<file path="config.mk">
export PLATFORM = sky130hd
export DESIGN_NAME = efla_line_rasterizer_top
export DESIGN_NICKNAME = d
export VERILOG_FILES = /design/src/efla_pkg.sv /design/src/efla_front.sv /design/src/efla_queue.sv /design/src/efla_back.sv /design/src/efla_line_rasterizer_top.sv
export VERILOG_INCLUDE_DIRS = /design/src /design/src/src
export SDC_FILE = /design/constraint.sdc
export NUM_CORES = 1
export LEC_CHECK = 0
export ABC_AREA = 1
export BUFFER_PORTS_ARGS = -buffer_cell sky130_fd_sc_hd__buf_2
export CAP_MARGIN = 25
export CORE_MARGIN = 2
export CORE_UTILIZATION = 38
export DETAILED_ROUTE_END_ITERATION = 8
export HOLD_SLACK_MARGIN = 0.05
export PLACE_DENSITY_LB_ADDON = 0.08
export REMOVE_ABC_BUFFERS = 1
export SLEW_MARGIN = 20
export SYNTH_ARGS = -nofsm -noshare
export SYNTH_HDL_FRONTEND = slang
export SYNTH_HIERARCHICAL = 1
export SYNTH_SLANG_ARGS = --single-unit
export TNS_END_PERCENT = 50
</file>
<file path="constraint.sdc">
create_clock -name aclk -period 7.9 [get_ports aclk]
set_clock_uncertainty 0.05 [all_clocks]
set_input_delay 0.79 -clock aclk [delete_from_list [all_inputs] [get_ports aclk]]
set_output_delay 0.79 -clock aclk [all_outputs]
set_load 0.02 [all_outputs]
</file>
<file path="src/efla_line_rasterizer_top_defines.svh">
// ----------------------------------------------------------------------------
// efla line rasterizer assertion macros
// shared property forms for the concurrent checks of the rasterizer
// ----------------------------------------------------------------------------
`ifndef EFLA_LINE_RASTERIZER_TOP_DEFINES_SVH
`define EFLA_LINE_RASTERIZER_TOP_DEFINES_SVH

// condition implies expression in the same cycle
`define EFLA_ASSERT_IMPLIES(name, clk, rst_n, cond, expr) \
    name: assert property (@(posedge clk) disable iff (!rst_n) (cond) |-> (expr)) \
        else $error("efla assertion failed");

// condition implies expression in the next cycle
`define EFLA_ASSERT_NEXT(name, clk, rst_n, cond, expr) \
    name: assert property (@(posedge clk) disable iff (!rst_n) (cond) |=> (expr)) \
        else $error("efla assertion failed");

`endif

</file>
<file path="src/efla_pkg.sv">
// ----------------------------------------------------------------------------
// efla package
// shared constants and width helpers of the line rasterizer
// ----------------------------------------------------------------------------
`default_nettype none

package efla_pkg;

    localparam int COORD_BITS_DEF = 8;
    localparam int PIXELS_PER_GROUP_DEF = 4;
    localparam int COLOUR_BITS = 16;
    localparam int FRAC_BITS = 16;
    localparam int QUEUE_DEPTH = 2;

    // flags, start point coords, step, pixel count and colour
    function automatic int job_bits(input int cb);
        return 4 * cb + 2 * FRAC_BITS + 3;
    endfunction

    function automatic int bytes_up(input int w);
        return ((w + 7) >> 3) << 3;
    endfunction

endpackage

`default_nettype wire

</file>
<file path="src/efla_front.sv">
// ----------------------------------------------------------------------------
// efla front
// accepts a segment, picks the major axis and divides out the minor step
// ----------------------------------------------------------------------------
`default_nettype none

module efla_front #(
    parameter int COORD_BITS = efla_pkg::COORD_BITS_DEF
) (
    input  wire logic                               aclk,
    input  wire logic                               aresetn,
    input  wire logic                               s_valid,
    output logic                                    s_ready,
    input  wire logic [COORD_BITS-1:0]              start_x,
    input  wire logic [COORD_BITS-1:0]              start_y,
    input  wire logic [COORD_BITS-1:0]              end_x,
    input  wire logic [COORD_BITS-1:0]              end_y,
    input  wire logic [efla_pkg::COLOUR_BITS-1:0]   colour,
    output logic                                    job_valid,
    input  wire logic                               job_ready,
    output logic [efla_pkg::job_bits(COORD_BITS)-1:0] job_data
);
    import efla_pkg::*;

    localparam int ACC_BITS = COORD_BITS + FRAC_BITS;
    localparam int CNT_BITS = $clog2(ACC_BITS);

    typedef struct packed {
        logic                   y_major;
        logic                   dir_up;
        logic [COORD_BITS-1:0]  major_start;
        logic [COORD_BITS-1:0]  minor_start;
        logic [ACC_BITS-1:0]    step;
        logic [COORD_BITS:0]    count;
        logic [COLOUR_BITS-1:0] colour;
    } job_t;

    typedef enum logic [2:0] {
        F_IDLE = 3'b001,
        F_DIV  = 3'b010,
        F_PUSH = 3'b100
    } front_state_t;

    front_state_t state_reg, state_next;

    logic                   y_major_reg;
    logic                   dir_up_reg;
    logic                   short_neg_reg;
    logic [COORD_BITS-1:0]  major_reg;
    logic [COORD_BITS-1:0]  minor_reg;
    logic [COORD_BITS-1:0]  short_abs_reg;
    logic [COORD_BITS-1:0]  long_abs_reg;
    logic [COLOUR_BITS-1:0] colour_reg;
    logic [ACC_BITS-1:0]    qd_reg, qd_next;
    logic [COORD_BITS-1:0]  rem_reg, rem_next;
    logic [CNT_BITS-1:0]    cnt_reg;

    logic [COORD_BITS:0]    dx, dy, dx_neg, dy_neg;
    logic [COORD_BITS-1:0]  abs_dx, abs_dy;
    logic                   y_major;
    logic                   long_neg, long_nz;
    logic [COORD_BITS:0]    shifted, diff;
    logic                   ge;
    logic [ACC_BITS-1:0]    q_neg;
    job_t                   job;
    logic                   accept;

    // classification of the incoming segment
    always_comb begin
        dx      = {1'b0, end_x} - {1'b0, start_x};
        dy      = {1'b0, end_y} - {1'b0, start_y};
        dx_neg  = ~dx + 1'b1;
        dy_neg  = ~dy + 1'b1;
        abs_dx  = dx[COORD_BITS] ? dx_neg[COORD_BITS-1:0] : dx[COORD_BITS-1:0];
        abs_dy  = dy[COORD_BITS] ? dy_neg[COORD_BITS-1:0] : dy[COORD_BITS-1:0];
        y_major = abs_dy > abs_dx;
        long_neg = y_major ? dy[COORD_BITS] : dx[COORD_BITS];
        long_nz  = y_major ? (|dy) : (|dx);
    end

    // one restoring division step per cycle
    always_comb begin
        shifted  = {rem_reg, qd_reg[ACC_BITS-1]};
        diff     = shifted - {1'b0, long_abs_reg};
        ge       = shifted >= {1'b0, long_abs_reg};
        rem_next = ge ? diff[COORD_BITS-1:0] : shifted[COORD_BITS-1:0];
        qd_next  = {qd_reg[ACC_BITS-2:0], ge};
        q_neg    = ~qd_reg + 1'b1;
    end

    assign s_ready   = (state_reg == F_IDLE);
    assign accept    = s_valid && s_ready;
    assign job_valid = (state_reg == F_PUSH);

    always_comb begin
        job.y_major     = y_major_reg;
        job.dir_up      = dir_up_reg;
        job.major_start = major_reg;
        job.minor_start = minor_reg;
        if (short_abs_reg == '0) begin
            job.step = '0;
        end else if (short_neg_reg) begin
            job.step = q_neg;
        end else begin
            job.step = qd_reg;
        end
        job.count  = {1'b0, long_abs_reg} + 1'b1;
        job.colour = colour_reg;
    end

    assign job_data = job;

    always_comb begin
        state_next = state_reg;
        unique case (state_reg)
            F_IDLE: begin
                if (s_valid) state_next = F_DIV;
            end
            F_DIV: begin
                if (cnt_reg == '0) state_next = F_PUSH;
            end
            F_PUSH: begin
                if (job_ready) state_next = F_IDLE;
            end
            default: state_next = F_IDLE;
        endcase
    end

    always_ff @(posedge aclk) begin
        if (!aresetn) begin
            state_reg <= F_IDLE;
        end else begin
            state_reg <= state_next;
        end
    end

    always_ff @(posedge aclk) begin
        if (accept) begin
            y_major_reg   <= y_major;
            dir_up_reg    <= !long_neg && long_nz;
            short_neg_reg <= (y_major ? dx[COORD_BITS] : dy[COORD_BITS]) ^ long_neg;
            major_reg     <= y_major ? start_y : start_x;
            minor_reg     <= y_major ? start_x : start_y;
            short_abs_reg <= y_major ? abs_dx : abs_dy;
            long_abs_reg  <= y_major ? abs_dy : abs_dx;
            colour_reg    <= colour;
            qd_reg        <= {(y_major ? abs_dx : abs_dy), {FRAC_BITS{1'b0}}};
            rem_reg       <= '0;
            cnt_reg       <= CNT_BITS'(ACC_BITS - 1);
        end else if (state_reg == F_DIV) begin
            qd_reg  <= qd_next;
            rem_reg <= rem_next;
            cnt_reg <= cnt_reg - 1'b1;
        end
    end

endmodule

`default_nettype wire

</file>
<file path="src/efla_queue.sv">
// ----------------------------------------------------------------------------
// efla queue
// small job queue between the front and the stepping back end
// ----------------------------------------------------------------------------
`default_nettype none

module efla_queue #(
    parameter int WIDTH = 8
) (
    input  wire logic             aclk,
    input  wire logic             aresetn,
    input  wire logic             in_valid,
    output logic                  in_ready,
    input  wire logic [WIDTH-1:0] in_data,
    output logic                  out_valid,
    input  wire logic             out_ready,
    output logic [WIDTH-1:0]      out_data
);
    import efla_pkg::*;

    localparam int PTR_W = (QUEUE_DEPTH > 1) ? $clog2(QUEUE_DEPTH) : 1;
    localparam int LVL_W = $clog2(QUEUE_DEPTH + 1);

    logic [WIDTH-1:0] mem [QUEUE_DEPTH];
    logic [PTR_W-1:0] wr_ptr_reg, rd_ptr_reg;
    logic [LVL_W-1:0] level_reg;
    logic             push, pop;

    assign in_ready  = (level_reg != LVL_W'(QUEUE_DEPTH));
    assign out_valid = (level_reg != '0);
    assign out_data  = mem[rd_ptr_reg];
    assign push      = in_valid && in_ready;
    assign pop       = out_valid && out_ready;

    always_ff @(posedge aclk) begin
        if (!aresetn) begin
            wr_ptr_reg <= '0;
            rd_ptr_reg <= '0;
            level_reg  <= '0;
        end else begin
            if (push) begin
                wr_ptr_reg <= (wr_ptr_reg == PTR_W'(QUEUE_DEPTH - 1)) ? '0
                                                                     : wr_ptr_reg + 1'b1;
            end
            if (pop) begin
                rd_ptr_reg <= (rd_ptr_reg == PTR_W'(QUEUE_DEPTH - 1)) ? '0
                                                                     : rd_ptr_reg + 1'b1;
            end
            if (push && !pop) begin
                level_reg <= level_reg + 1'b1;
            end else if (pop && !push) begin
                level_reg <= level_reg - 1'b1;
            end
        end
    end

    always_ff @(posedge aclk) begin
        if (push) begin
            mem[wr_ptr_reg] <= in_data;
        end
    end

endmodule

`default_nettype wire

</file>
<file path="src/efla_back.sv">
// ----------------------------------------------------------------------------
// efla back
// steps along the major axis one pixel a cycle while no finished group waits on a held output, and packs pixel groups
// ----------------------------------------------------------------------------
`default_nettype none

module efla_back #(
    parameter int COORD_BITS       = efla_pkg::COORD_BITS_DEF,
    parameter int PIXELS_PER_GROUP = efla_pkg::PIXELS_PER_GROUP_DEF
) (
    input  wire logic                                   aclk,
    input  wire logic                                   aresetn,
    input  wire logic                                   job_valid,
    output logic                                        job_ready,
    input  wire logic [efla_pkg::job_bits(COORD_BITS)-1:0] job_data,
    output logic                                        out_valid,
    input  wire logic                                   out_ready,
    output logic [2*PIXELS_PER_GROUP*COORD_BITS-1:0]    out_pixels,
    output logic [$clog2(PIXELS_PER_GROUP+1)-1:0]       out_count,
    output logic [efla_pkg::COLOUR_BITS-1:0]            out_colour,
    output logic                                        out_last
);
    import efla_pkg::*;

    localparam int ACC_BITS = COORD_BITS + FRAC_BITS;
    localparam int SLOT_W   = (PIXELS_PER_GROUP > 1) ? $clog2(PIXELS_PER_GROUP) : 1;
    localparam int CNT_W    = $clog2(PIXELS_PER_GROUP + 1);
    localparam logic [FRAC_BITS-1:0] HALF_PIXEL = FRAC_BITS'(1) << (FRAC_BITS - 1);

    typedef struct packed {
        logic                   y_major;
        logic                   dir_up;
        logic [COORD_BITS-1:0]  major_start;
        logic [COORD_BITS-1:0]  minor_start;
        logic [ACC_BITS-1:0]    step;
        logic [COORD_BITS:0]    count;
        logic [COLOUR_BITS-1:0] colour;
    } job_t;

    job_t job;

    logic                   active_reg;
    logic                   y_major_reg;
    logic                   dir_up_reg;
    logic [COORD_BITS-1:0]  major_reg;
    logic [ACC_BITS-1:0]    acc_reg;
    logic [ACC_BITS-1:0]    step_reg;
    logic [COORD_BITS:0]    remain_reg;
    logic [COLOUR_BITS-1:0] colour_reg;
    logic [SLOT_W-1:0]      slot_reg;
    logic [COORD_BITS-1:0]  bx_reg [PIXELS_PER_GROUP];
    logic [COORD_BITS-1:0]  by_reg [PIXELS_PER_GROUP];

    logic                   ovalid_reg;
    logic [COORD_BITS-1:0]  ox_reg [PIXELS_PER_GROUP];
    logic [COORD_BITS-1:0]  oy_reg [PIXELS_PER_GROUP];
    logic [CNT_W-1:0]       ocount_reg;
    logic [COLOUR_BITS-1:0] ocolour_reg;
    logic                   olast_reg;

    logic [COORD_BITS-1:0]  minor_coord, px, py;
    logic [COORD_BITS-1:0]  nx [PIXELS_PER_GROUP];
    logic [COORD_BITS-1:0]  ny [PIXELS_PER_GROUP];
    logic                   last_pix, grp_full, close_grp, out_free, adv, load;

    assign job = job_data;

    always_comb begin
        minor_coord = acc_reg[ACC_BITS-1:FRAC_BITS];
        px          = y_major_reg ? minor_coord : major_reg;
        py          = y_major_reg ? major_reg : minor_coord;
        for (int i = 0; i < PIXELS_PER_GROUP; i++) begin
            nx[i] = (slot_reg == SLOT_W'(i)) ? px : bx_reg[i];
            ny[i] = (slot_reg == SLOT_W'(i)) ? py : by_reg[i];
        end
    end

    assign last_pix  = (remain_reg == (COORD_BITS+1)'(1));
    assign grp_full  = (slot_reg == SLOT_W'(PIXELS_PER_GROUP - 1));
    assign close_grp = last_pix || grp_full;
    assign out_free  = !ovalid_reg || out_ready;
    assign adv       = active_reg && (!close_grp || out_free);
    assign job_ready = !active_reg;
    assign load      = job_valid && !active_reg;

    always_ff @(posedge aclk) begin
        if (!aresetn) begin
            active_reg <= 1'b0;
            ovalid_reg <= 1'b0;
        end else begin
            if (load) begin
                active_reg <= 1'b1;
            end else if (adv && last_pix) begin
                active_reg <= 1'b0;
            end
            if (adv && close_grp) begin
                ovalid_reg <= 1'b1;
            end else if (out_ready) begin
                ovalid_reg <= 1'b0;
            end
        end
    end

    always_ff @(posedge aclk) begin
        if (load) begin
            y_major_reg <= job.y_major;
            dir_up_reg  <= job.dir_up;
            major_reg   <= job.major_start;
            acc_reg     <= {job.minor_start, HALF_PIXEL};
            step_reg    <= job.step;
            remain_reg  <= job.count;
            colour_reg  <= job.colour;
            slot_reg    <= '0;
            for (int i = 0; i < PIXELS_PER_GROUP; i++) begin
                bx_reg[i] <= '0;
                by_reg[i] <= '0;
            end
        end else if (adv) begin
            major_reg  <= dir_up_reg ? major_reg + 1'b1 : major_reg - 1'b1;
            acc_reg    <= dir_up_reg ? acc_reg + step_reg : acc_reg - step_reg;
            remain_reg <= remain_reg - 1'b1;
            if (close_grp) begin
                for (int i = 0; i < PIXELS_PER_GROUP; i++) begin
                    ox_reg[i] <= nx[i];
                    oy_reg[i] <= ny[i];
                    bx_reg[i] <= '0;
                    by_reg[i] <= '0;
                end
                ocount_reg  <= CNT_W'({1'b0, slot_reg}) + CNT_W'(1);
                ocolour_reg <= colour_reg;
                olast_reg   <= last_pix;
                slot_reg    <= '0;
            end else begin
                for (int i = 0; i < PIXELS_PER_GROUP; i++) begin
                    bx_reg[i] <= nx[i];
                    by_reg[i] <= ny[i];
                end
                slot_reg <= slot_reg + 1'b1;
            end
        end
    end

    always_comb begin
        for (int i = 0; i < PIXELS_PER_GROUP; i++) begin
            out_pixels[(2*i)*COORD_BITS +: COORD_BITS]   = ox_reg[i];
            out_pixels[(2*i+1)*COORD_BITS +: COORD_BITS] = oy_reg[i];
        end
    end

    assign out_valid  = ovalid_reg;
    assign out_count  = ocount_reg;
    assign out_colour = ocolour_reg;
    assign out_last   = olast_reg;

endmodule

`default_nettype wire

</file>
<file path="src/efla_line_rasterizer_top.sv">
// ----------------------------------------------------------------------------
// efla line rasterizer top
// fixed-point line stepper emitting pixel groups for one segment per beat
// ----------------------------------------------------------------------------
// usage
//   input beat: one segment (two endpoints and a colour) on s_tdata
//   output beats: groups of up to PIXELS_PER_GROUP pixels in drawing order,
//     m_tlast on the final group of the segment
//   front: an accept state, a slope division of COORD_BITS+16 quotient bits (24
//     by default, one quotient bit a cycle), then a push state that holds the
//     job until the queue takes it; the front takes no new segment until then
//   back: loads a job when idle, then steps one pixel per cycle while no
//     finished group waits on a held output
//   sustained throughput per segment is set by the divider and the
//     one-pixel-a-cycle stepper
//   a two-entry job queue lets the front divide the next segment while the
//     back still steps the current one
//   reset clears all handshake state; no beats are pending afterwards
//   when m_tready is low, the held group stays and the back stops at the
//   next group boundary; the front keeps working until the queue fills
// ----------------------------------------------------------------------------
`default_nettype none

`include "efla_line_rasterizer_top_defines.svh"

module efla_line_rasterizer_top #(
    parameter int COORD_BITS       = efla_pkg::COORD_BITS_DEF,
    parameter int PIXELS_PER_GROUP = efla_pkg::PIXELS_PER_GROUP_DEF
) (
    input  wire logic aclk,
    input  wire logic aresetn,
    input  wire logic s_tvalid,
    output logic      s_tready,
    // start_x, start_y, end_x, end_y, colour
    input  wire logic [efla_pkg::bytes_up(4*COORD_BITS+efla_pkg::COLOUR_BITS)-1:0] s_tdata,
    output logic      m_tvalid,
    input  wire logic m_tready,
    // first_x, first_y, second_x, second_y, ... per pixel slot, pixel_count,
    // pixel_colour
    output logic [efla_pkg::bytes_up(2*PIXELS_PER_GROUP*COORD_BITS
                 + $clog2(PIXELS_PER_GROUP+1) + efla_pkg::COLOUR_BITS)-1:0] m_tdata,
    // last_group
    output logic      m_tlast
);
    import efla_pkg::*;

    localparam int CNT_W   = $clog2(PIXELS_PER_GROUP + 1);
    localparam int PIX_W   = 2 * PIXELS_PER_GROUP * COORD_BITS;
    localparam int M_W     = bytes_up(PIX_W + CNT_W + COLOUR_BITS);
    localparam int JOB_W   = job_bits(COORD_BITS);

    logic             f_job_valid, f_job_ready;
    logic [JOB_W-1:0] f_job_data;
    logic             b_job_valid, b_job_ready;
    logic [JOB_W-1:0] b_job_data;

    logic [PIX_W-1:0]       back_pixels;
    logic [CNT_W-1:0]       back_count;
    logic [COLOUR_BITS-1:0] back_colour;

    efla_front #(
        .COORD_BITS (COORD_BITS)
    ) u_front (
        .aclk      (aclk),
        .aresetn   (aresetn),
        .s_valid   (s_tvalid),
        .s_ready   (s_tready),
        .start_x   (s_tdata[0*COORD_BITS +: COORD_BITS]),
        .start_y   (s_tdata[1*COORD_BITS +: COORD_BITS]),
        .end_x     (s_tdata[2*COORD_BITS +: COORD_BITS]),
        .end_y     (s_tdata[3*COORD_BITS +: COORD_BITS]),
        .colour    (s_tdata[4*COORD_BITS +: COLOUR_BITS]),
        .job_valid (f_job_valid),
        .job_ready (f_job_ready),
        .job_data  (f_job_data)
    );

    efla_queue #(
        .WIDTH (JOB_W)
    ) u_queue (
        .aclk      (aclk),
        .aresetn   (aresetn),
        .in_valid  (f_job_valid),
        .in_ready  (f_job_ready),
        .in_data   (f_job_data),
        .out_valid (b_job_valid),
        .out_ready (b_job_ready),
        .out_data  (b_job_data)
    );

    efla_back #(
        .COORD_BITS       (COORD_BITS),
        .PIXELS_PER_GROUP (PIXELS_PER_GROUP)
    ) u_back (
        .aclk       (aclk),
        .aresetn    (aresetn),
        .job_valid  (b_job_valid),
        .job_ready  (b_job_ready),
        .job_data   (b_job_data),
        .out_valid  (m_tvalid),
        .out_ready  (m_tready),
        .out_pixels (back_pixels),
        .out_count  (back_count),
        .out_colour (back_colour),
        .out_last   (m_tlast)
    );

    assign m_tdata = M_W'({back_colour, back_count, back_pixels});

    `EFLA_ASSERT_IMPLIES(a_count_range, aclk, aresetn, m_tvalid, (back_count != '0) && (back_count <= CNT_W'(PIXELS_PER_GROUP)))
    `EFLA_ASSERT_IMPLIES(a_full_groups, aclk, aresetn, m_tvalid && !m_tlast, back_count == CNT_W'(PIXELS_PER_GROUP))
    `EFLA_ASSERT_NEXT(a_front_busy, aclk, aresetn, s_tvalid && s_tready, !s_tready)

endmodule

`default_nettype wire
</file>
* Yosys cells after proc, flatten, opt, wreduce, memory -nomap -nowiden
Memories as Yosys holds them, arrays and structs flattened. A register that Yosys moved wholly into a read port is not among the register bits. Cells that the tools add are included.
Storage, ports and cells: register bits after elaboration 202, memory bits (writable) 262, bits of input ports 52, word-level logic and storage cells 194, memories kept 5
Memory list:
- u_queue.mem | depth 2, width 67, read ports 1, clocked after Yosys merged registers in 1, write ports 1, line efla_queue.sv:24 | logic [WIDTH-1:0] mem [QUEUE_DEPTH];
- u_back.bx_reg | depth 4, width 8, read ports 4, clocked after Yosys merged registers in 0, write ports 4, line efla_back.sv:51 | logic [COORD_BITS-1:0] bx_reg [PIXELS_PER_GROUP];
- u_back.by_reg | depth 4, width 8, read ports 4, clocked after Yosys merged registers in 0, write ports 4, line efla_back.sv:52 | logic [COORD_BITS-1:0] by_reg [PIXELS_PER_GROUP];
- u_back.ox_reg | depth 4, width 8, read ports 4, clocked after Yosys merged registers in 0, write ports 4, line efla_back.sv:55 | logic [COORD_BITS-1:0] ox_reg [PIXELS_PER_GROUP];
- u_back.oy_reg | depth 4, width 8, read ports 4, clocked after Yosys merged registers in 0, write ports 4, line efla_back.sv:56 | logic [COORD_BITS-1:0] oy_reg [PIXELS_PER_GROUP];
Cells by class: add/subtract/negate cells 19, magnitude comparators 2, equality and inequality tests 11, muxes and demuxes 75, bitwise logic cells 21, reduce and logical (&&, ||, !) cells 31
Operator list (number):
- $mux 8 | 36
- $mux 24 | 7
- $add 24x1->24 const B | 1
- $add 24x24->24 | 1
- $add 8x1->8 const B | 3
- $not 24->24 | 1
- $sub 24x24->24 | 1
- $mux 1 | 23
- $mux 9 | 2
- $reduce_or 9->1 | 2
- $sub 8x8->9 | 2
- $not 8->8 | 2
- $or 1x1->1 | 16
- $reduce_bool 2->1 | 6
- $add 8x1->9 const B | 1
- $eq 9x1->1 const B | 1
- $ge 9x8->1 | 1
- $logic_and 1x1->1 | 9
- $mux 3 | 3
- $pmux 3 s3 | 1
- $sub 9x1->9 const B | 1
- $gt 8x8->1 | 1
- $logic_not 8->1 | 1
- $sub 8x1->8 const B | 1
- other kinds (21) | 36

* Longest topological paths before layout
Gate-level depths: netlist of the first run.
word-level depth 10, gate-level depth with buffers 27, mapped depth without buffers 26

* By module
The synthesis of the first run kept the hierarchy.
By module, submodules not included:
- efla_back | times used 1, cells each 1218, area an instance 11508.5 µm², sequential area each 6696.4 µm²
- efla_front | times used 1, cells each 805, area an instance 6167.2 µm², sequential area each 2412.3 µm²
- efla_queue | times used 1, cells each 245, area an instance 5187.5 µm², sequential area each 4124.0 µm²
- efla_line_rasterizer_top | times used 1, cells each 6, area an instance 41.3 µm², sequential area each 0.0 µm²

* Worst setup path after synthesis of the first run
Ideal clock, no wire load.
path kind flip-flop to flip-flop, start point reg u_front.state_reg[2], end point mem u_queue/mem[0][0] (netlist name), enable pin, setup time 492 ps, arrival time 3475 ps, setup slack 3882 ps, cell stages (with the launch flop) 5, path buffers 0, period minus slack after synthesis 4018 ps, cells stage by stage dfxtp_1 inv_1 nor3_1 nand2_1 nor2_1
On the way: word-level cells in the longest chain between the ends 4
Ends and longest elaborated chain:
- start, declared | line efla_front.sv:44 | front_state_t state_reg, state_next;
- start signal, assigned | line efla_front.sv:133 | state_reg <= state_next;
- $eq 3x3->1 | line efla_front.sv:93 | assign job_valid = (state_reg == F_PUSH);
- named net f_job_valid | line efla_line_rasterizer_top.sv:52 | logic f_job_valid, f_job_ready;
- $logic_and 1x1->1 | line efla_queue.sv:32 | assign push = in_valid && in_ready;
- $mux 1 | line efla_queue.sv:58 | if (push) begin
- $mux 1 (not written as such) | line efla_queue.sv:59 | mem[wr_ptr_reg] <= in_data;
- end, declared | line efla_queue.sv:24
The timed path passes the listed nets, and every way through them passes these cells.

* Final worst setup path of the first run
start point in s_tdata[0] (netlist name), end point reg u_front.short_abs_reg[7], data pin
On the way: word-level cells in the longest chain between the ends 6
Ends and longest elaborated chain:
- start, declared | line efla_line_rasterizer_top.sv:35 | input wire logic [efla_pkg::bytes_up(4*COORD_BITS+efla_pkg::COLOUR_BITS)-1:0] s_tdata,
- $sub 8x8->9 * | line efla_front.sv:70 | dx = {1'b0, end_x} - {1'b0, start_x};
- $not 8->8 | line efla_front.sv:72 | dx_neg = ~dx + 1'b1;
- $add 8x1->8 | line efla_front.sv:72
- $mux 8 * | line efla_front.sv:74 | abs_dx = dx[COORD_BITS] ? dx_neg[COORD_BITS-1:0] : dx[COORD_BITS-1:0];
- $gt 8x8->1 | line efla_front.sv:76 | y_major = abs_dy > abs_dx;
- $mux 8 * | line efla_front.sv:144 | short_abs_reg <= y_major ? abs_dx : abs_dy;
- end signal, assigned | line efla_front.sv:144
- end, declared | line efla_front.sv:51 | logic [COORD_BITS-1:0] short_abs_reg;
Mark *: on every way between the ends. The rest lies on a longest branch, timed or not. A chain may end at the register's enable or synchronous reset.

==> reports/metrics.csv, run 1 <==
stage,metric,value,unit
synthesis,Synth area leaders,"edfxtp_1 (51%), nand2_1 (8.5%), dfxtp_1 (6.4%)",
floorplanning,initial core utilization,38.6,%
clock_tree,Num CTS Buffers,52,
synthesis,leading area contributor after synthesis,edfxtp_1,
grt,global route overflow,0,
synthesis,share of the synthesized area in the top cell type,51.4,%
hold_path,Hold Path Sink,u_front/colour_reg[9],
sta,Hold WS,298,ps
layout,Area Overhead vs Synth,13.8,%
worst_setup_path,Crit Reg-Reg Startpoint,u_back/slot_reg[0],
layout,utilization after layout,43.9,%
grt,overall routing resource usage,16.8,%
synthesis,synth unique cells,57,
clock_tree,root buffer cell,clkbuf_16,
placed_design,# port buffers,137,
synthesis,Post-Syn Area per Cell,10.1,µm²
grt,initial antenna violation count,0,
pwr,worst vdd ir,0.207,mV
layout,Ant. Diodes,0,
sta,RSZ-0062 raised after global routing,false,
worst_setup_path,startpoint types,input pin,
layout,layout net count,2548,
worst_setup_path,crit path from,s_tdata[0],
layout,max reg flops,134,
sta,Final min period,4260,ps
detailed_routing,final WL,52600,µm
hold_path,Hold Crit Depth,1,
synthesis,Synth Cell Area,22900,µm²
clock_tree,Post CTS Setup Buffer Count,0,
sta,Final Max Tran Viols,0,
grt,global-route wire length before repair,83000,µm
sta,worst rel slew slack,34.7,%
sta,Fin. Hold Viols,0,
floorplanning,Core Area,59400,µm²
detailed_routing,vias,15700,
worst_setup_path,Slowest cell on crit path,inv_1,
floorplanning,die width,250,µm
run,Max Cap Viol,0,
worst_setup_path,worst reg2reg endpoint,u_back/bx_reg[1][1],
worst_setup_path,CP Cell Sequence,"buf_2, ha_1, fa_1, ha_1, inv_1, nor2_1, nand3_1, nor2_1, nand2_1, nand2_1, nand2_1, nand2_1, inv_1, ha_1, nand2_1, nor2_1, nand2_1, nand3_1, nand2_1, buf_4, inv_1, nand3_1, and2_1",
detailed_routing,Final ANT Viol Nets,0,
synthesis,"FF+latch count, synth",465,
grt,largest net degree at the start of global routing,66,
layout,Final Instance Count excl. Fillers,3232,
detailed_routing,# DRC,0,
worst_setup_path,CP Data Required Time,8180,ps
floorplanning,row count,89,
worst_setup_path,CP max FO,47,
status,status,finished clean,
sta,Max Clk Rate,235,MHz
hold_path,min-delay src,s_tdata[41],
sta,fin crit share,53.9,%
worst_setup_path,Setup CP Type,in -> reg,
worst_setup_path,crit-path most repeated cell,nand2_1,
worst_setup_path,data arrival time of the worst path,4540,ps
floorplanning,Chip Height,250,µm
worst_setup_path,Worst path top cell family by delay,simple AND/OR/NAND/NOR gates,
worst_setup_path,critical path's largest stage delay,560,ps
hold_path,worst min-delay path class,in -> reg,
clock_tree,Worst-Skew Late Latency,620,ps
layout,Top reg by flops,u_queue/mem,
clock_tree,Clock Path Buffers,3,
sta,setup ws final,3640,ps
placed_design,hpwl dp,38100,µm
pwr,Power Total,10.5,mW
synthesis,cells after synthesis,2274,
placed_design,Post-DP Area,24300,µm²
sta,Least-Margin Pin Slew,979,ps
placed_design,Inst Count DP,3132,
clock_tree,post_cts resized,0,
synthesis,Syn. warnings,6,
clock_tree,depth of the CTS H-tree,2,
detailed_routing,WL/cell,16.3,µm
worst_setup_path,Worst Reg-to-Reg Cells,8,
clock_tree,CTS tree,done,
floorplanning,I/O Pins,143,
synthesis,"EDFF count, synth",392,
pwr,PD cells,402,nW/µm²
synthesis,ys flop type,edfxtp_1,
layout,final instance area,26100,µm²
clock_tree,CTS Sinks,465,
detailed_routing,DRT iter0 DRCs,752,
worst_setup_path,Critical Path End Type,flip-flop,
pwr,Pleak,10.8,nW
clock_tree,hold_buf cts,0,
synthesis,Post-synth ARST share,0,%
detailed_routing,Detailed Routing Iterations Pass 1,5,
worst_setup_path,CP bufs+invs,5,
placed_design,Setup WS pre-CTS,3040,ps
floorplanning,full die area,62300,µm²
placed_design,GPL Wtd Cong,0.876,
clock_tree,"CTS clk-pin slew, worst paths",60,ps
sta,Setup TNS Final,0,ps
grt,vias in the first global route,15300,
detailed_routing,Vias/cell,4.86,
synthesis,register area share after synthesis,57.8,%
worst_setup_path,reg2reg setup slack,4420,ps
layout,layout cells sized above 1,15.3,%
sta,Finish-stage setup viols,0,
report_power, final:
group	leakage (nW)	switching [mW]	internal (mW)	total, mW
registers	4.29	0.316	3.53	3.85
logic	5.68	2.84	1.39	4.23
clock network	0.839	0.982	1.43	2.41
total	10.8	4.14	6.35	10.5
synthesized netlist by cell type (13+ instances only):
| cell type | count |
|---|---|
| mux2_2 | 37 |
| nand4_1 | 23 |
| inv_1 | 261 |
| o21ai_0 | 152 |
| o21ai_1 | 13 |
| buf_2 | 23 |
| nor2_1 | 186 |
| nand2_1 | 520 |
| clkbuf_1 | 22 |
| and2_1 | 14 |
| nor4_1 | 14 |
| nand3_1 | 121 |
| xnor2_1 | 18 |
| mux2_4 | 30 |
| o22ai_1 | 16 |
| nor3_1 | 14 |
| xor2_1 | 31 |
| edfxtp_1 | 392 |
| ha_1 | 76 |
| dfxtp_1 | 73 |
| a21oi_1 | 95 |
layer usage:
metal / global-route usage [%] / wire (µm)
met1: 22.5 / 24400
met2: 28.0 / 24900
met3: 2.46 / 1860
met4: 5.42 / 1400
met5: 0 / 0
cell families (layout without fill, tap and decap cells):
family	after synthesis	in the layout	synth area share, %
AOI/OAI and AO/OA	321	321	7.66
xor gates and xnor gates	50	50	1.94
adders and majority gates	81	81	4.59
buffers and inverters	345	526	6.29
DFF	465	465	57.8
muxes	67	67	3.79
other	1	5	0.0164
and+or+nand+nor	944	944	17.9
layout make-up:
type	instances	area [µm²]
fillers	5688	33300
flip-flops and latches	465	13200
multi-input cells	1468	8280
clock buffers	76	1470
inverters	276	1050
well taps	773	967
repair buffers	152	813
clock inverters	22	263
how the worst max path moves through the flow:
stage                                     endpoint  slack, ps  cells past startpoint
after CTS                 u_front/short_abs_reg[7]       3640                     23
after global routing            u_front/qd_reg[16]       3160                     25
final                     u_front/short_abs_reg[7]       3640                     23
after detailed placement  u_front/short_abs_reg[7]       3040                     23
after floorplan                 u_front/qd_reg[16]       3200                     24
after global placement    u_front/short_abs_reg[7]       3050                     23
cells in the final DEF, fill, tap and decap left out, drive strengths merged, types with 73 or more instances in the layout:
master    n
nand2   537
edfxtp  392
inv     277
nor2    201
o21ai   170
buf     152
nand3   122
a21oi   106
ha       76
clkbuf   76
dfxtp    73
worst reg2reg max path, stage by stage, from the launching register on:
cell and delay, ps:
dfxtp_1 350, ha_1 380, inv_2 530, nand2_4 130
nor2_8 360, inv_8 180, nand2_8 250, inv_2 170
nand2_1 710
(Power assumes the default switching activity.)
==> inputs of run 2 (changes only) <==
ABC_AREA = 0   (was 1)
clock period = 3.88 ns   (was 7.9 ns; I/O delays follow)
==> run 2 against run 1 <==
Effect of this change: critical path depth decreased by 7; total power increased by 98%; count of clock-buffer cells in the layout down 13; sequential cell count unchanged; utilization up 1.7 points; clock power up 97%; largest cell class unchanged.
==> reports/metrics.csv, run 2 <==
stage,metric,value,unit
synthesis,Post-synth ARST share,0,%
sta,Setup TNS Final,0,ps
pwr,Pleak,9.98,nW
layout,"most common cell after layout, fill and taps aside",edfxtp_1,
synthesis,simple-gate share of the synthesized area,11.6,%
synthesis,"EDFF count, synth",392,
grt,vias in the first global route,14000,
grt,largest net degree at the start of global routing,81,
synthesis,ys flop type,edfxtp_1,
detailed_routing,vias,14200,
synthesis,cells after synthesis,1799,
sta,Fin. Hold Viols,0,
layout,layout cells sized above 1,20.6,%
layout,Top reg by flops,u_queue/mem,
grt,global-route wire length before repair,79100,µm
worst_setup_path,Crit Reg-Reg Startpoint,u_back/step_reg[5],
hold_path,Hold Path Sink,u_front/major_reg[1],
worst_setup_path,Setup CP Type,in -> reg,
clock_tree,Num CTS Buffers,50,
sta,worst rel slew slack,33.1,%
placed_design,Post-DP Area,23800,µm²
synthesis,Adder-Cell Fraction of Synth Area,4.82,%
worst_setup_path,CP max FO,7,
detailed_routing,Vias/cell,5.05,
synthesis,multiplexer share of the synthesized area,5.13,%
detailed_routing,Detailed Routing Iterations Pass 1,7,
worst_setup_path,CP Cell Sequence,"dlygate4sd3_1, buf_2, inv_2, ha_1, buf_4, or4_1, o22a_1, a21oi_1, xnor2_1, ha_1, nand4_1, buf_4, o22ai_4, buf_8, mux2i_1, a22o_1",
hold_path,min-delay src,s_tdata[1],
worst_setup_path,critical path's largest stage delay,590,ps
synthesis,most common cell in the netlist,edfxtp_1,
clock_tree,Worst-Skew Late Latency,600,ps
clock_tree,CTS Sinks,465,
worst_setup_path,Critical Path End Type,flip-flop,
layout,Area Overhead vs Synth,18.5,%
status,status,finished clean,
worst_setup_path,startpoint types,input pin,
layout,layout net count,2147,
sta,Least-Margin Pin Slew,1000,ps
sta,Max Clk Rate,265,MHz
clock_tree,depth of the CTS H-tree,2,
hold_path,Hold Crit Depth,3,
synthesis,Synth area leaders,"edfxtp_1 (54%), dfxtp_1 (6.7%), ha_1 (4.4%)",
sta,RSZ-0062 raised after global routing,true,
sta,Final Max Tran Viols,0,
hold_path,worst min-delay path class,in -> reg,
floorplanning,I/O Pins,143,
floorplanning,row count,87,
synthesis,Syn. warnings,6,
detailed_routing,DRT iter0 DRCs,689,
floorplanning,Core Area,56600,µm²
grt,initial antenna violation count,1,
synthesis,commonest cells in the netlist,"edfxtp_1 (392), nor2_1 (171), nand2_1 (142)",
floorplanning,die width,244,µm
synthesis,share of the synthesized area in the top cell type,54.0,%
worst_setup_path,CP Data Required Time,4170,ps
worst_setup_path,Slowest cell on crit path,or4_1,
sta,fin crit share,97.2,%
synthesis,synth unique cells,92,
synthesis,Synth Cell Area,21800,µm²
sta,Final min period,3770,ps
placed_design,GPL Wtd Cong,0.847,
pwr,PD cells,806,nW/µm²
worst_setup_path,worst reg2reg endpoint,u_back/acc_reg[19],
worst_setup_path,data arrival time of the worst path,4060,ps
layout,max reg flops,134,
floorplanning,Chip Height,244,µm
pwr,Power Total,20.8,mW
synthesis,leading area contributor after synthesis,edfxtp_1,
clock_tree,Clock Path Buffers,3,
clock_tree,root buffer cell,clkbuf_16,
sta,Finish-stage setup viols,0,
placed_design,hpwl dp,34800,µm
detailed_routing,Final ANT Viol Nets,0,
synthesis,Post-Synth XOR/XNOR Area,4.64,%
synthesis,Synth Area in Compound Gates,10.1,%
layout,final instance area,25800,µm²
clock_tree,"CTS clk-pin slew, worst paths",60,ps
grt,global route overflow,0,
floorplanning,full die area,59300,µm²
synthesis,register area share after synthesis,60.7,%
worst_setup_path,reg2reg setup slack,290,ps
worst_setup_path,Worst Reg-to-Reg Cells,12,
pwr,worst vdd ir,0.387,mV
synthesis,Post-Syn Area per Cell,12.1,µm²
detailed_routing,final WL,49800,µm
clock_tree,CTS tree,done,
run,Max Cap Viol,0,
grt,overall routing resource usage,16.8,%
detailed_routing,WL/cell,17.7,µm
detailed_routing,# DRC,0,
floorplanning,initial core utilization,38.5,%
synthesis,"FF+latch count, synth",465,
layout,most frequent cells in the layout,"edfxtp_1 (392), nor2_1 (169), nand2_1 (142)",
synthesis,largest family of logic cells by synthesized area,simple AND/OR/NAND/NOR gates,
placed_design,# port buffers,137,
==> run 2: how the worst max path moves through the flow <==
stage,cells after the start,end,start,slack (ps)
after floorplan,17,u_front/qd_reg[17],s_tdata[24],-2070
after global placement,18,u_front/qd_reg[16],s_tdata[8],-100
after detailed placement,18,u_front/dir_up_reg,s_tdata[8],-270
after CTS,18,u_front/dir_up_reg,s_tdata[2],70
after global routing,18,u_front/short_abs_reg[5],s_tdata[3],-30
final,16,u_front/qd_reg[18],s_tdata[4],110
==> run 2: logic make-up after synthesis <==
| kind of cell | Yosys count |
|---|---|
| AOI/OAI and AO/OA | 358 |
| xor gates and xnor gates | 113 |
| adders and majority gates | 81 |
| buffers and inverters | 149 |
| DFF | 465 |
| muxes | 103 |
| other | 1 |
| and+or+nand+nor | 529 |
==> run 2: through the flow <==
step / utilization, % / setup slack, ps / instances / hold WS, ps
after global routing: 45.6 / -34.5 / 2811 / 106
final: 45.6 / 108 / 2812 / 113
after CTS: 45.3 / 74.2 / 2808 / 56.1
after global placement: 41.9 / -103 / 2689 / 352
after detailed placement: 42.0 / -268 / 2690 / 355
after floorplan: - / -2070 / 1717 / 350
==> run 2: worst max-delay path, delay by kind of cell <==
family          cells  cell delay [ps]
buf+inv             6             1260
compound gates      4              850
simple gates        2              750
fa+ha+maj           2              550
xor+xnor            1              130
mux                 1              110
==> run 2: power by group <==
group          switching [mW]  internal (mW)  total [mW]  leakage [nW]
Combinational            4.88           3.28        8.16          4.94
Sequential              0.717           7.18        7.89          4.24
Clock                    1.97           2.79        4.75         0.794
==> run 2: layout make-up <==
type / count / area [µm²]
Antenna cell: 2 / 5.00
Clock buffer: 63 / 1300
Clock inverter: 29 / 339
Fill cell: 5248 / 30800
Inverter: 63 / 236
Multi-Input combinational cell: 1189 / 8090
Sequential cell: 465 / 13200
Tap cell: 756 / 946
Timing Repair Buffer: 245 / 1670
==> run 2: metal layers <==
metal	global-route usage [%]	vias to the layer above	routed length, µm	part of all wire [%]
met5	0	-	0	0
met1	23.0	6825	23400	47
met3	2.28	77	1540	3.1
met2	27.7	244	23700	48
met4	5.08	0	1140	2.3
li1	-	7046	-	-
==> run 2: what timing repair did <==
item                                   4_1_cts  5_1_grt
gates resized for setup                      0       25
hold buffers                                26        0
endpoints found under the hold margin       26        0
buffers inserted                             0        1
setup endpoints to repair                    0       47
